`config.mk`:
```
export PLATFORM = sky130hd
export DESIGN_NAME = xref_section_parser
export DESIGN_NICKNAME = d
export VERILOG_FILES = /design/src/rtl/core/xsp_pkg.sv /design/src/rtl/core/xsp_in_stage.sv /design/src/rtl/core/xsp_step.sv /design/src/rtl/core/xsp_out_reg.sv /design/src/rtl/core/xref_section_parser.sv
export SDC_FILE = /design/constraint.sdc
export NUM_CORES = 1
export LEC_CHECK = 0
export BUFFER_PORTS_ARGS = -buffer_cell sky130_fd_sc_hd__buf_2
export CAP_MARGIN = 5
export CORE_MARGIN = 3
export CORE_UTILIZATION = 30
export CTS_BUF_LIST = sky130_fd_sc_hd__clkbuf_4
export DETAILED_ROUTE_END_ITERATION = 10
export RECOVER_POWER = 100
export SYNTH_ARGS = -nofsm -noshare
export SYNTH_HDL_FRONTEND = slang
export SYNTH_SLANG_ARGS = --single-unit
```
`constraint.sdc`:
```
create_clock -name clk -period 13.4 [get_ports clk]
set_input_delay 0.67 -clock clk [delete_from_list [all_inputs] [get_ports clk]]
set_output_delay 0.67 -clock clk [all_outputs]
set_load 0.05 [all_outputs]
```
`src/rtl/core/xsp_pkg.sv`:
```
package xsp_pkg;

  // object number width, counts saturate one bit above it
  localparam int OBJ_BITS  = 23;
  localparam int NUM_BITS  = OBJ_BITS + 1;
  localparam int OFF_BITS  = 34;
  localparam int GEN_BITS  = 17;
  localparam int BYTE_BITS = 8;
  localparam int COL_BITS  = 5;

  localparam logic [NUM_BITS-1:0] NUM_LIMIT  = NUM_BITS'((64'd1 << OBJ_BITS) + 64'd1);
  localparam logic [NUM_BITS:0]   NUM_SPAN   = (NUM_BITS + 1)'(64'd1 << OBJ_BITS);

  // stream packing
  localparam int TDATA_FIELDS = OBJ_BITS + OFF_BITS + GEN_BITS + BYTE_BITS;
  localparam int OUT_TDATA_W  = ((TDATA_FIELDS + 7) / 8) * 8;
  localparam int IN_TDATA_W   = 8;
  localparam int STAT_BITS    = 3;

  // characters
  localparam logic [7:0] CH_LF  = 8'h0A;
  localparam logic [7:0] CH_CR  = 8'h0D;
  localparam logic [7:0] CH_SP  = 8'h20;
  localparam logic [7:0] CH_TAB = 8'h09;
  localparam logic [7:0] CH_0   = 8'h30;
  localparam logic [7:0] CH_9   = 8'h39;

  localparam logic [COL_BITS-1:0] HDR_LEN = 5'd4;

  // result kinds
  typedef enum logic [STAT_BITS-1:0] {
    ST_ENTRY      = 3'd0,
    ST_EMPTY      = 3'd1,
    ST_BAD_HEADER = 3'd2,
    ST_BAD_SUBSEC = 3'd3,
    ST_BAD_ENTRY  = 3'd4
  } status_t;

  typedef struct packed {
    logic                 section_start;
    logic [BYTE_BITS-1:0] data_byte;
  } item_t;

  typedef struct packed {
    logic [OBJ_BITS-1:0]  object_number;
    logic [OFF_BITS-1:0]  byte_offset;
    logic [GEN_BITS-1:0]  generation_number;
    logic [BYTE_BITS-1:0] use_mark;
    status_t              status;
    logic                 last;
  } result_t;

  // expected header text, one character per column
  function automatic logic [7:0] head_char(input logic [1:0] idx);
    logic [7:0] c;
    case (idx)
      2'd0:    c = 8'h78;  // x
      2'd1:    c = 8'h72;  // r
      2'd2:    c = 8'h65;  // e
      default: c = 8'h66;  // f
    endcase
    return c;
  endfunction

  function automatic logic is_dig(input logic [7:0] b);
    return (b >= CH_0) && (b <= CH_9);
  endfunction

  function automatic logic is_blank(input logic [7:0] b);
    return (b == CH_SP) || (b == CH_TAB);
  endfunction

  function automatic logic [3:0] dig_val(input logic [7:0] b);
    logic [7:0] d;
    d = b - CH_0;
    return d[3:0];
  endfunction

  // decimal accumulate with saturation at the limit
  function automatic logic [NUM_BITS-1:0] sat_acc(input logic [NUM_BITS-1:0] acc,
                                                  input logic [3:0] d);
    logic [NUM_BITS+3:0] w;
    logic [NUM_BITS+3:0] v;
    w = {4'b0, acc};
    v = (w << 3) + (w << 1) + (NUM_BITS + 4)'(d);
    return (v > (NUM_BITS + 4)'(NUM_LIMIT)) ? NUM_LIMIT : v[NUM_BITS-1:0];
  endfunction

endpackage

```
`src/rtl/core/xsp_in_stage.sv`:
```
module xsp_in_stage
  import xsp_pkg::*;
(
  input  logic                  clk,
  input  logic                  rst_n,
  input  logic                  in_tvalid,
  output logic                  in_tready,
  input  logic [IN_TDATA_W-1:0] in_tdata,
  input  logic                  in_tuser,
  input  logic                  adv,
  output logic                  item_valid,
  output item_t                 item
);

  logic  valid_r;
  logic  valid_nxt;
  item_t item_r;
  logic  take;

  // free slot or slot drained this cycle, never while in reset
  assign in_tready  = rst_n && (!valid_r || adv);
  assign take       = in_tvalid && in_tready;
  assign item_valid = valid_r;
  assign item       = item_r;

  always_comb begin
    valid_nxt = valid_r;
    if (take) begin
      valid_nxt = 1'b1;
    end else if (adv) begin
      valid_nxt = 1'b0;
    end
  end

  always_ff @(posedge clk) begin
    if (!rst_n) begin
      valid_r <= 1'b0;
    end else begin
      valid_r <= valid_nxt;
    end
  end

  // payload register
  always_ff @(posedge clk) begin
    if (take) begin
      item_r.data_byte     <= in_tdata[BYTE_BITS-1:0];
      item_r.section_start <= in_tuser;
    end
  end

endmodule

```
`src/rtl/core/xsp_step.sv`:
```
module xsp_step
  import xsp_pkg::*;
(
  input  logic    clk,
  input  logic    rst_n,
  input  logic    adv,
  input  item_t   item,
  output logic    res_valid,
  output result_t res
);

  typedef enum logic [2:0] {
    PH_IDLE   = 3'd0,
    PH_HEADER = 3'd1,
    PH_SUBSEC = 3'd2,
    PH_ENTRY  = 3'd3,
    PH_DONE   = 3'd4
  } phase_t;

  // subsection line positions
  localparam logic [COL_BITS-1:0] SUB_LEAD  = 5'd0;
  localparam logic [COL_BITS-1:0] SUB_FIRST = 5'd1;
  localparam logic [COL_BITS-1:0] SUB_GAP   = 5'd2;
  localparam logic [COL_BITS-1:0] SUB_COUNT = 5'd3;
  localparam logic [COL_BITS-1:0] SUB_TRAIL = 5'd4;
  localparam logic [COL_BITS-1:0] SUB_CR    = 5'd5;

  // entry columns
  localparam logic [COL_BITS-1:0] COL_OFF_FIRST = 5'd0;
  localparam logic [COL_BITS-1:0] COL_OFF_LAST  = 5'd9;
  localparam logic [COL_BITS-1:0] COL_OFF_SEP   = 5'd10;
  localparam logic [COL_BITS-1:0] COL_GEN_FIRST = 5'd11;
  localparam logic [COL_BITS-1:0] COL_GEN_LAST  = 5'd15;
  localparam logic [COL_BITS-1:0] COL_GEN_SEP   = 5'd16;
  localparam logic [COL_BITS-1:0] COL_USE       = 5'd17;
  localparam logic [COL_BITS-1:0] COL_TERM      = 5'd18;
  localparam logic [COL_BITS-1:0] COL_END       = 5'd19;

  phase_t               phase_r, phase_nxt;
  logic [COL_BITS-1:0]  column_r, column_nxt;
  logic                 line_bad_r, line_bad_nxt;
  logic [NUM_BITS-1:0]  first_r, first_nxt;
  logic [NUM_BITS-1:0]  total_r, total_nxt;
  logic [NUM_BITS-1:0]  index_r, index_nxt;
  logic [OFF_BITS-1:0]  off_acc_r, off_acc_nxt;
  logic [GEN_BITS-1:0]  gen_acc_r, gen_acc_nxt;
  logic [1:0]           dend_r, dend_nxt;
  logic [BYTE_BITS-1:0] use_r, use_nxt;
  logic [BYTE_BITS-1:0] term_r, term_nxt;

  always_comb begin
    logic [7:0]          b;
    logic [3:0]          d;
    logic [NUM_BITS:0]   sum;
    logic [NUM_BITS-1:0] idx_inc;
    logic                sub_ok;
    logic                term_ok;

    b = item.data_byte;
    d = dig_val(b);

    phase_nxt    = phase_r;
    column_nxt   = column_r;
    line_bad_nxt = line_bad_r;
    first_nxt    = first_r;
    total_nxt    = total_r;
    index_nxt    = index_r;
    off_acc_nxt  = off_acc_r;
    gen_acc_nxt  = gen_acc_r;
    dend_nxt     = dend_r;
    use_nxt      = use_r;
    term_nxt     = term_r;
    res_valid    = 1'b0;
    res          = '0;

    sum     = {1'b0, first_r} + {1'b0, total_r};
    idx_inc = index_r + 1'b1;
    sub_ok  = 1'b0;
    term_ok = 1'b0;

    // section start restarts from a cleared state
    if (item.section_start) begin
      phase_nxt    = PH_HEADER;
      column_nxt   = '0;
      line_bad_nxt = 1'b0;
      first_nxt    = '0;
      total_nxt    = '0;
      index_nxt    = '0;
      off_acc_nxt  = '0;
      gen_acc_nxt  = '0;
      dend_nxt     = '0;
      use_nxt      = '0;
      term_nxt     = '0;
    end

    case (phase_nxt)
      // header line "xref" plus carriage returns
      PH_HEADER: begin
        if (b == CH_LF) begin
          if (!line_bad_nxt && column_nxt == HDR_LEN) begin
            phase_nxt    = PH_SUBSEC;
            column_nxt   = '0;
            line_bad_nxt = 1'b0;
          end else begin
            phase_nxt  = PH_DONE;
            res_valid  = 1'b1;
            res.status = ST_BAD_HEADER;
            res.last   = 1'b1;
          end
        end else if (column_nxt < HDR_LEN) begin
          if (b == head_char(column_nxt[1:0])) begin
            column_nxt = column_nxt + 1'b1;
          end else begin
            line_bad_nxt = 1'b1;
          end
        end else if (b != CH_CR) begin
          line_bad_nxt = 1'b1;
        end
      end

      // subsection line "start count"
      PH_SUBSEC: begin
        if (b == CH_LF) begin
          sub_ok = !line_bad_nxt && column_nxt >= SUB_COUNT && column_nxt <= SUB_CR;
          if (!sub_ok || sum > NUM_SPAN) begin
            phase_nxt  = PH_DONE;
            res_valid  = 1'b1;
            res.status = ST_BAD_SUBSEC;
            res.last   = 1'b1;
          end else if (total_nxt == '0) begin
            phase_nxt  = PH_DONE;
            res_valid  = 1'b1;
            res.status = ST_EMPTY;
            res.last   = 1'b1;
          end else begin
            phase_nxt    = PH_ENTRY;
            index_nxt    = '0;
            column_nxt   = '0;
            line_bad_nxt = 1'b0;
            off_acc_nxt  = '0;
            gen_acc_nxt  = '0;
            dend_nxt     = '0;
            use_nxt      = '0;
            term_nxt     = '0;
          end
        end else begin
          case (column_nxt)
            SUB_LEAD: begin
              if (is_dig(b)) begin
                first_nxt  = sat_acc(first_nxt, d);
                column_nxt = SUB_FIRST;
              end else if (!is_blank(b)) begin
                line_bad_nxt = 1'b1;
              end
            end
            SUB_FIRST: begin
              if (is_dig(b)) begin
                first_nxt = sat_acc(first_nxt, d);
              end else if (is_blank(b)) begin
                column_nxt = SUB_GAP;
              end else begin
                line_bad_nxt = 1'b1;
              end
            end
            SUB_GAP: begin
              if (is_dig(b)) begin
                total_nxt  = sat_acc(total_nxt, d);
                column_nxt = SUB_COUNT;
              end else if (!is_blank(b)) begin
                line_bad_nxt = 1'b1;
              end
            end
            SUB_COUNT: begin
              if (is_dig(b)) begin
                total_nxt = sat_acc(total_nxt, d);
              end else if (is_blank(b)) begin
                column_nxt = SUB_TRAIL;
              end else if (b == CH_CR) begin
                column_nxt = SUB_CR;
              end else begin
                line_bad_nxt = 1'b1;
              end
            end
            SUB_TRAIL: begin
              if (b == CH_CR) begin
                column_nxt = SUB_CR;
              end else if (!is_blank(b)) begin
                line_bad_nxt = 1'b1;
              end
            end
            default: begin
              if (b != CH_CR) begin
                line_bad_nxt = 1'b1;
              end
            end
          endcase
        end
      end

      // fixed 20-byte entry
      PH_ENTRY: begin
        if (column_nxt == COL_END) begin
          term_ok = (term_nxt == CH_SP && (b == CH_CR || b == CH_LF)) ||
                    (term_nxt == CH_CR && b == CH_LF);
          res_valid = 1'b1;
          if (line_bad_nxt || !term_ok) begin
            phase_nxt  = PH_DONE;
            res.status = ST_BAD_ENTRY;
            res.last   = 1'b1;
          end else begin
            res.object_number     = OBJ_BITS'(first_nxt + index_nxt);
            res.byte_offset       = off_acc_nxt;
            res.generation_number = gen_acc_nxt;
            res.use_mark          = use_nxt;
            res.status            = ST_ENTRY;
            res.last              = (idx_inc == total_nxt);
            index_nxt             = idx_inc;
            if (idx_inc >= total_nxt) begin
              phase_nxt = PH_DONE;
            end
            column_nxt   = '0;
            line_bad_nxt = 1'b0;
            off_acc_nxt  = '0;
            gen_acc_nxt  = '0;
            dend_nxt     = '0;
            use_nxt      = '0;
            term_nxt     = '0;
          end
        end else begin
          if (column_nxt == COL_OFF_FIRST || column_nxt == COL_GEN_FIRST) begin
            if (is_dig(b)) begin
              if (column_nxt == COL_OFF_FIRST) begin
                off_acc_nxt = OFF_BITS'(d);
              end else begin
                gen_acc_nxt = GEN_BITS'(d);
              end
            end else begin
              line_bad_nxt = 1'b1;
            end
          end else if (column_nxt <= COL_OFF_LAST) begin
            if (!dend_nxt[0] && is_dig(b)) begin
              off_acc_nxt = OFF_BITS'((off_acc_nxt << 3) + (off_acc_nxt << 1) +
                                      OFF_BITS'(d));
            end else begin
              dend_nxt[0] = 1'b1;
            end
          end else if (column_nxt == COL_OFF_SEP || column_nxt == COL_GEN_SEP) begin
            if (b != CH_SP) begin
              line_bad_nxt = 1'b1;
            end
          end else if (column_nxt <= COL_GEN_LAST) begin
            if (!dend_nxt[1] && is_dig(b)) begin
              gen_acc_nxt = GEN_BITS'((gen_acc_nxt << 3) + (gen_acc_nxt << 1) +
                                      GEN_BITS'(d));
            end else begin
              dend_nxt[1] = 1'b1;
            end
          end else if (column_nxt == COL_USE) begin
            use_nxt = b;
            if (b == CH_SP) begin
              line_bad_nxt = 1'b1;
            end
          end else if (column_nxt == COL_TERM) begin
            term_nxt = b;
          end
          column_nxt = column_nxt + 1'b1;
        end
      end

      default: ;
    endcase
  end

  // parser state, updated once per consumed byte
  always_ff @(posedge clk) begin
    if (!rst_n) begin
      phase_r    <= PH_IDLE;
      column_r   <= '0;
      line_bad_r <= 1'b0;
      first_r    <= '0;
      total_r    <= '0;
      index_r    <= '0;
      off_acc_r  <= '0;
      gen_acc_r  <= '0;
      dend_r     <= '0;
      use_r      <= '0;
      term_r     <= '0;
    end else if (adv) begin
      phase_r    <= phase_nxt;
      column_r   <= column_nxt;
      line_bad_r <= line_bad_nxt;
      first_r    <= first_nxt;
      total_r    <= total_nxt;
      index_r    <= index_nxt;
      off_acc_r  <= off_acc_nxt;
      gen_acc_r  <= gen_acc_nxt;
      dend_r     <= dend_nxt;
      use_r      <= use_nxt;
      term_r     <= term_nxt;
    end
  end

  // error and empty results always close the section
  a_err_last : assert property (@(posedge clk) disable iff (!rst_n)
    res_valid && res.status != ST_ENTRY |-> res.last)
    else $error("non-entry result without last");

  // a closing result leaves the parser finished
  a_last_done : assert property (@(posedge clk) disable iff (!rst_n)
    adv && res_valid && res.last |=> phase_r == PH_DONE)
    else $error("section closed but parser not finished");

  // entry index stays below the count while entries are parsed
  a_index_range : assert property (@(posedge clk) disable iff (!rst_n)
    phase_r == PH_ENTRY |-> index_r < total_r)
    else $error("entry index beyond subsection count");

  // entry column stays inside the fixed record
  a_col_range : assert property (@(posedge clk) disable iff (!rst_n)
    phase_r == PH_ENTRY |-> column_r <= COL_END)
    else $error("entry column out of range");

endmodule

```
`src/rtl/core/xsp_out_reg.sv`:
```
module xsp_out_reg
  import xsp_pkg::*;
(
  input  logic                   clk,
  input  logic                   rst_n,
  input  logic                   load,
  input  result_t                res,
  output logic                   can_take,
  output logic                   out_tvalid,
  input  logic                   out_tready,
  output logic [OUT_TDATA_W-1:0] out_tdata,
  output logic [STAT_BITS-1:0]   out_tuser,
  output logic                   out_tlast
);

  logic    valid_r;
  logic    valid_nxt;
  result_t res_r;

  // slot free or being emptied this cycle
  assign can_take = !valid_r || out_tready;

  always_comb begin
    valid_nxt = valid_r;
    if (load) begin
      valid_nxt = 1'b1;
    end else if (out_tready) begin
      valid_nxt = 1'b0;
    end
  end

  always_ff @(posedge clk) begin
    if (!rst_n) begin
      valid_r <= 1'b0;
    end else begin
      valid_r <= valid_nxt;
    end
  end

  always_ff @(posedge clk) begin
    if (load) begin
      res_r <= res;
    end
  end

  // field packing, lowest field first
  assign out_tvalid = valid_r;
  assign out_tdata  = OUT_TDATA_W'({res_r.use_mark, res_r.generation_number,
                                    res_r.byte_offset, res_r.object_number});
  assign out_tuser  = res_r.status;
  assign out_tlast  = res_r.last;

endmodule

```
`src/rtl/core/xref_section_parser.sv`:
```
// channel   direction  payload
// in_*      input      tdata: data_byte; tuser: section_start
// out_*     output     tdata: object_number, byte_offset, generation_number,
//                      use_mark; tuser: status; tlast: last
//
// one byte per cycle sustained while out_* is not stalled; a request goes
// input register -> parse logic -> result register, and a byte that ends
// a result loads it into the result register when the parse step takes it
// rst_n is synchronous, active low, holds in_tready low, and leaves the
// parser idle until a byte flagged as section start
// a stall on the result side holds the parse stage; the input register
// still takes one request while the result register waits
module xref_section_parser
  import xsp_pkg::*;
(
  input  logic                   clk,
  input  logic                   rst_n,
  input  logic                   in_tvalid,
  output logic                   in_tready,
  input  logic [IN_TDATA_W-1:0]  in_tdata,   // [7:0] data_byte
  input  logic                   in_tuser,   // [0] section_start
  output logic                   out_tvalid,
  input  logic                   out_tready,
  output logic [OUT_TDATA_W-1:0] out_tdata,  // object_number, byte_offset,
                                             // generation_number, use_mark, zero pad
  output logic [STAT_BITS-1:0]   out_tuser,  // [2:0] status
  output logic                   out_tlast
);

  logic    item_valid;
  item_t   item;
  logic    adv;
  logic    can_take;
  logic    res_valid;
  result_t res;

  // parse step runs when a byte is held and the result slot can take it
  assign adv = item_valid && can_take;

  xsp_in_stage u_in (
    .clk        (clk),
    .rst_n      (rst_n),
    .in_tvalid  (in_tvalid),
    .in_tready  (in_tready),
    .in_tdata   (in_tdata),
    .in_tuser   (in_tuser),
    .adv        (adv),
    .item_valid (item_valid),
    .item       (item)
  );

  xsp_step u_step (
    .clk       (clk),
    .rst_n     (rst_n),
    .adv       (adv),
    .item      (item),
    .res_valid (res_valid),
    .res       (res)
  );

  xsp_out_reg u_out (
    .clk        (clk),
    .rst_n      (rst_n),
    .load       (adv && res_valid),
    .res        (res),
    .can_take   (can_take),
    .out_tvalid (out_tvalid),
    .out_tready (out_tready),
    .out_tdata  (out_tdata),
    .out_tuser  (out_tuser),
    .out_tlast  (out_tlast)
  );

endmodule
```
==> run_results.csv <==
group,metric,value,unit
die,die_w,267.1,µm
yosys,async_reset_ff_share,0,%
grt,grt_pass1_wl,97930,µm
die,start_util,30.34,%
routing,drc_errors,0,
sta,finalSetupTns,0,ns
flow_run,cap_violations,6,
yosys,ys_ff_latch,247,
sta,fin_crit_sh,65.22,%
sta,drv_slew,247,
placement,gp_congestion,0.9043,
setup_path,crit_arrival,9.49,ns
yosys,synth.distinct_cells,86,
power_and_ir_drop,leakage,0.009816,µW
worst_hold_path,hold_depth,1,
routing,drt_iter0_markers,1246,
setup_path,path_depth,18,
setup_path,critical_path.top_delay_family,"compound AO/OA/AOI/OAI gates",
routing,first_pass_iters,9,
clock_tree,cts_tree,"yes",
die,coreArea,0.06740,mm²
die,dieHeight,267.1,µm
worst_hold_path,hold_end,"u_in.item[0]",
setup_path,crit_required,14.15,ns
setup_path,cp-start-kind,"flip-flop",
yosys,ys_top_cells_by_area,"ha_1, dfxtp_1, edfxtp_1",
die,pin_count,107,
routing,vias,18630,
yosys,yosys.area.top_type,"ha_1",
yosys,ys.flop_type,"dfxtp_1",
clock_tree,cts_root_buffer,"clkbuf_4",
finish,area_growth,9.796,%
run_status,violations,"max-capacitance violations, max-slew violations",
die,dieArea,0.07133,mm²
yosys,synth_common_cells,"ha_1, nand2_1, nor2_1, dfxtp_1, a21oi_1",
setup_path,crit_start,"u_in.item[8]",
setup_path,cp_num_buf_inv,4,
finish,stdcell_count,3435,
sta,fin_crit,8.740,ns
clock_tree,clock_path_buffers,3,
grt,grt_usage,17.08,%
sta,hold_viol,0,
setup_path,crit_path_end_kind,"flip-flop",
yosys,yosysMostFrequentCell,"ha_1",
grt,overflow,0,
yosys,seq_area_frac_synth,28.83,%
sta,rsz0062_at_grt,"no",
placement,portBuffers,100,
finish,fin_util,33.31,%
setup_path,path_cells,"buf_4 > inv_1 > clkbuf_1 > nand2_1 > inv_1 > ha_1 > ha_1 > a211oi_1 > o21bai_1 > o211ai_1 > a21boi_0 > o31ai_1 > xnor2_1 > a2111o_1 > o41a_1 > nor3_1 > a32oi_1 > a21oi_1",
sta,fin_hold_ws,0.1048,ns
yosys,avgSynthCellArea,8.429,µm²
grt,antenna_found_initial,2,
sta,worstMarginPinSlew,3.018,ns
worst_hold_path,hold_start,"in_tdata[0]",
routing,wl,61950,µm
clock_tree,postCtsHoldBufs,0,
setup_path,cp_slowest_stage_delay,1.76,ns
sta,max_freq,114.4,MHz
finish,layout-drive-gt1-share,5.627,%
setup_path,worstSetupPathType,"flip-flop to flip-flop",
clock_tree,cts_setup_buffers,0,
sta,skew,0.09232,ns
grt,grt_max_degree,72,
grt,grt_pass1_vias,17760,
clock_tree,htree_num_levels,3,
placement,post-dp-hpwl,46560,µm
yosys,synth_edf_count,95,
power_and_ir_drop,irDropWorstVdd,0.04245,mV
yosys,yosysWarningCount,0,
routing,viasPerCell,5.424,
run_status,status,"finished, violations left",
clock_tree,clkSlewWorstSetupHoldPaths,0.06,ns
setup_path,slowest_stage,"clkbuf_1",
clock_tree,cts_sinks,247,
setup_path,worstPathMaxFanout,71,
setup_path,ff2ff_setup_slack,4.66,ns
sta,setup_viol,0,
die,num_rows,95,
power_and_ir_drop,pwr_density_cell,72.45,mW/mm²
routing,wire_per_inst,18.04,µm
clock_tree,cts_resized,0,
routing,antenna_left,0,
placement,place_inst,3312,
clock_tree,clkLatencyLatePin,0.83,ns
setup_path,reg2reg_from,"u_in.item[8]",
yosys,syn_inst,2426,
yosys,yosys.area.top_type_share,15.79,%
worst_hold_path,hold_class,"input pin to flip-flop",
setup_path,ff2ff_path_depth,18,
sta,slew_headroom,-101.2,%
clock_tree,cts_inserted_buffers,70,
finish,fin_nets,2790,
setup_path,r2r_end,"u_step.total_r[17]",
yosys,synth_area,0.02045,mm²
-- layer usage --
metal | global-route usage, % | wire (µm) | vias up
li1 | - | - | 9247
met1 | 22.52 | 28300 | 8697
met2 | 27.98 | 28160 | 556
met3 | 3.023 | 3542 | 132
met4 | 6.328 | 1951 | 0
met5 | 0 | 0 | -
-- worst max path at each step --
stage                         end
2_1_floorplan  u_out.out_tdata[0]
3_3_place_gp   u_step.total_r[17]
3_5_place_dp   u_step.total_r[17]
4_1_cts        u_step.total_r[17]
5_1_grt         u_step.total_r[9]
6_report       u_step.total_r[17]
-- placed cells by master (no fill, tap or decap), types with 9 or more instances in the layout --
master     synthesis  layout
a21o_1            68      68
o21ai_0          140     164
clkbuf_4           0     104
o2bb2ai_1         19      19
o31ai_1           17      17
a211oi_1          21      22
nand2b_1          29      29
nor2_1           195     194
xor2_1            47      47
a21oi_1          151     151
o211ai_1          20      21
xnor2_1           80      80
clkinv_1           0      12
buf_4              6      13
inv_1             92      92
a31oi_1           29      29
a221oi_1          14      14
o21bai_1          15      15
o21ai_1           33       9
nor4_1            15      14
ha_1             258     258
and2_1            17      14
and3_1            75      75
or3_1             13      13
a22o_1            52      52
o21a_1            30      30
nand2_1          199     199
nor2b_1          103     102
edfxtp_1          95      95
nor3b_1            9       9
nor3_1            62      62
nand4_1           29      29
dfxtp_1          152     152
nand3_1           52      52
clkbuf_1          96     104
a22oi_1           12      12
-- cell type report --
class                   instances  area (µm²)
fillers                      7145       44940
multi-input cells            1981       13770
flip-flops and latches        247        5896
well taps                     873        1092
clock buffers                 104       780.7
repair buffers                119       498.0
inverters                      92       345.3
clock inverters                16       65.06
diodes                          3       7.507
-- cell families after synthesis --
kind of cell	Yosys count	share of synthesized area [%]
and+or+nand+nor	848	20.99
AOI/OAI and AO/OA	727	23.92
adders and majority gates	267	16.62
xor gates and xnor gates	127	5.439
DFF	247	28.83
muxes	6	0.2937
other	1	0.01834
buffers and inverters	203	3.897
-- per-stage QoR --
stage / power [µW] / instance area (µm²) / worst slack [ns]
after floorplan: 906.2 / 20470 / 3.014
after global placement: 949.6 / 21790 / 7.467
after detailed placement: 949.7 / 21790 / 7.473
after CTS: 1652 / 22640 / 7.417
after global routing: 1702 / 22450 / 4.051
final: 1627 / 22450 / 4.660
-- registers in the layout (all words and copies together), names as in the netlist --
name and count:
u_out.out_tvalid 1, u_out.out_tlast 1, u_in.item_valid 1, u_step.term_r 8, u_step.gen_acc_r 17, u_out.out_tuser 3
u_out.out_tdata 82, u_in.item 9, u_step.off_acc_r 34, u_step.first_r 24, u_step.column_r 5, u_step.dend_r 2
u_step.phase_r 3, u_step.use_r 8, u_step.line_bad_r 1, u_step.total_r 24, u_step.index_r 24
-- power breakdown --
part | switching [µW] | internal, µW
clock | 340 | 353
combinational | 99.0 | 42.5
sequential | 11.8 | 781
Note: power is estimated with default switching activity, not from simulation.
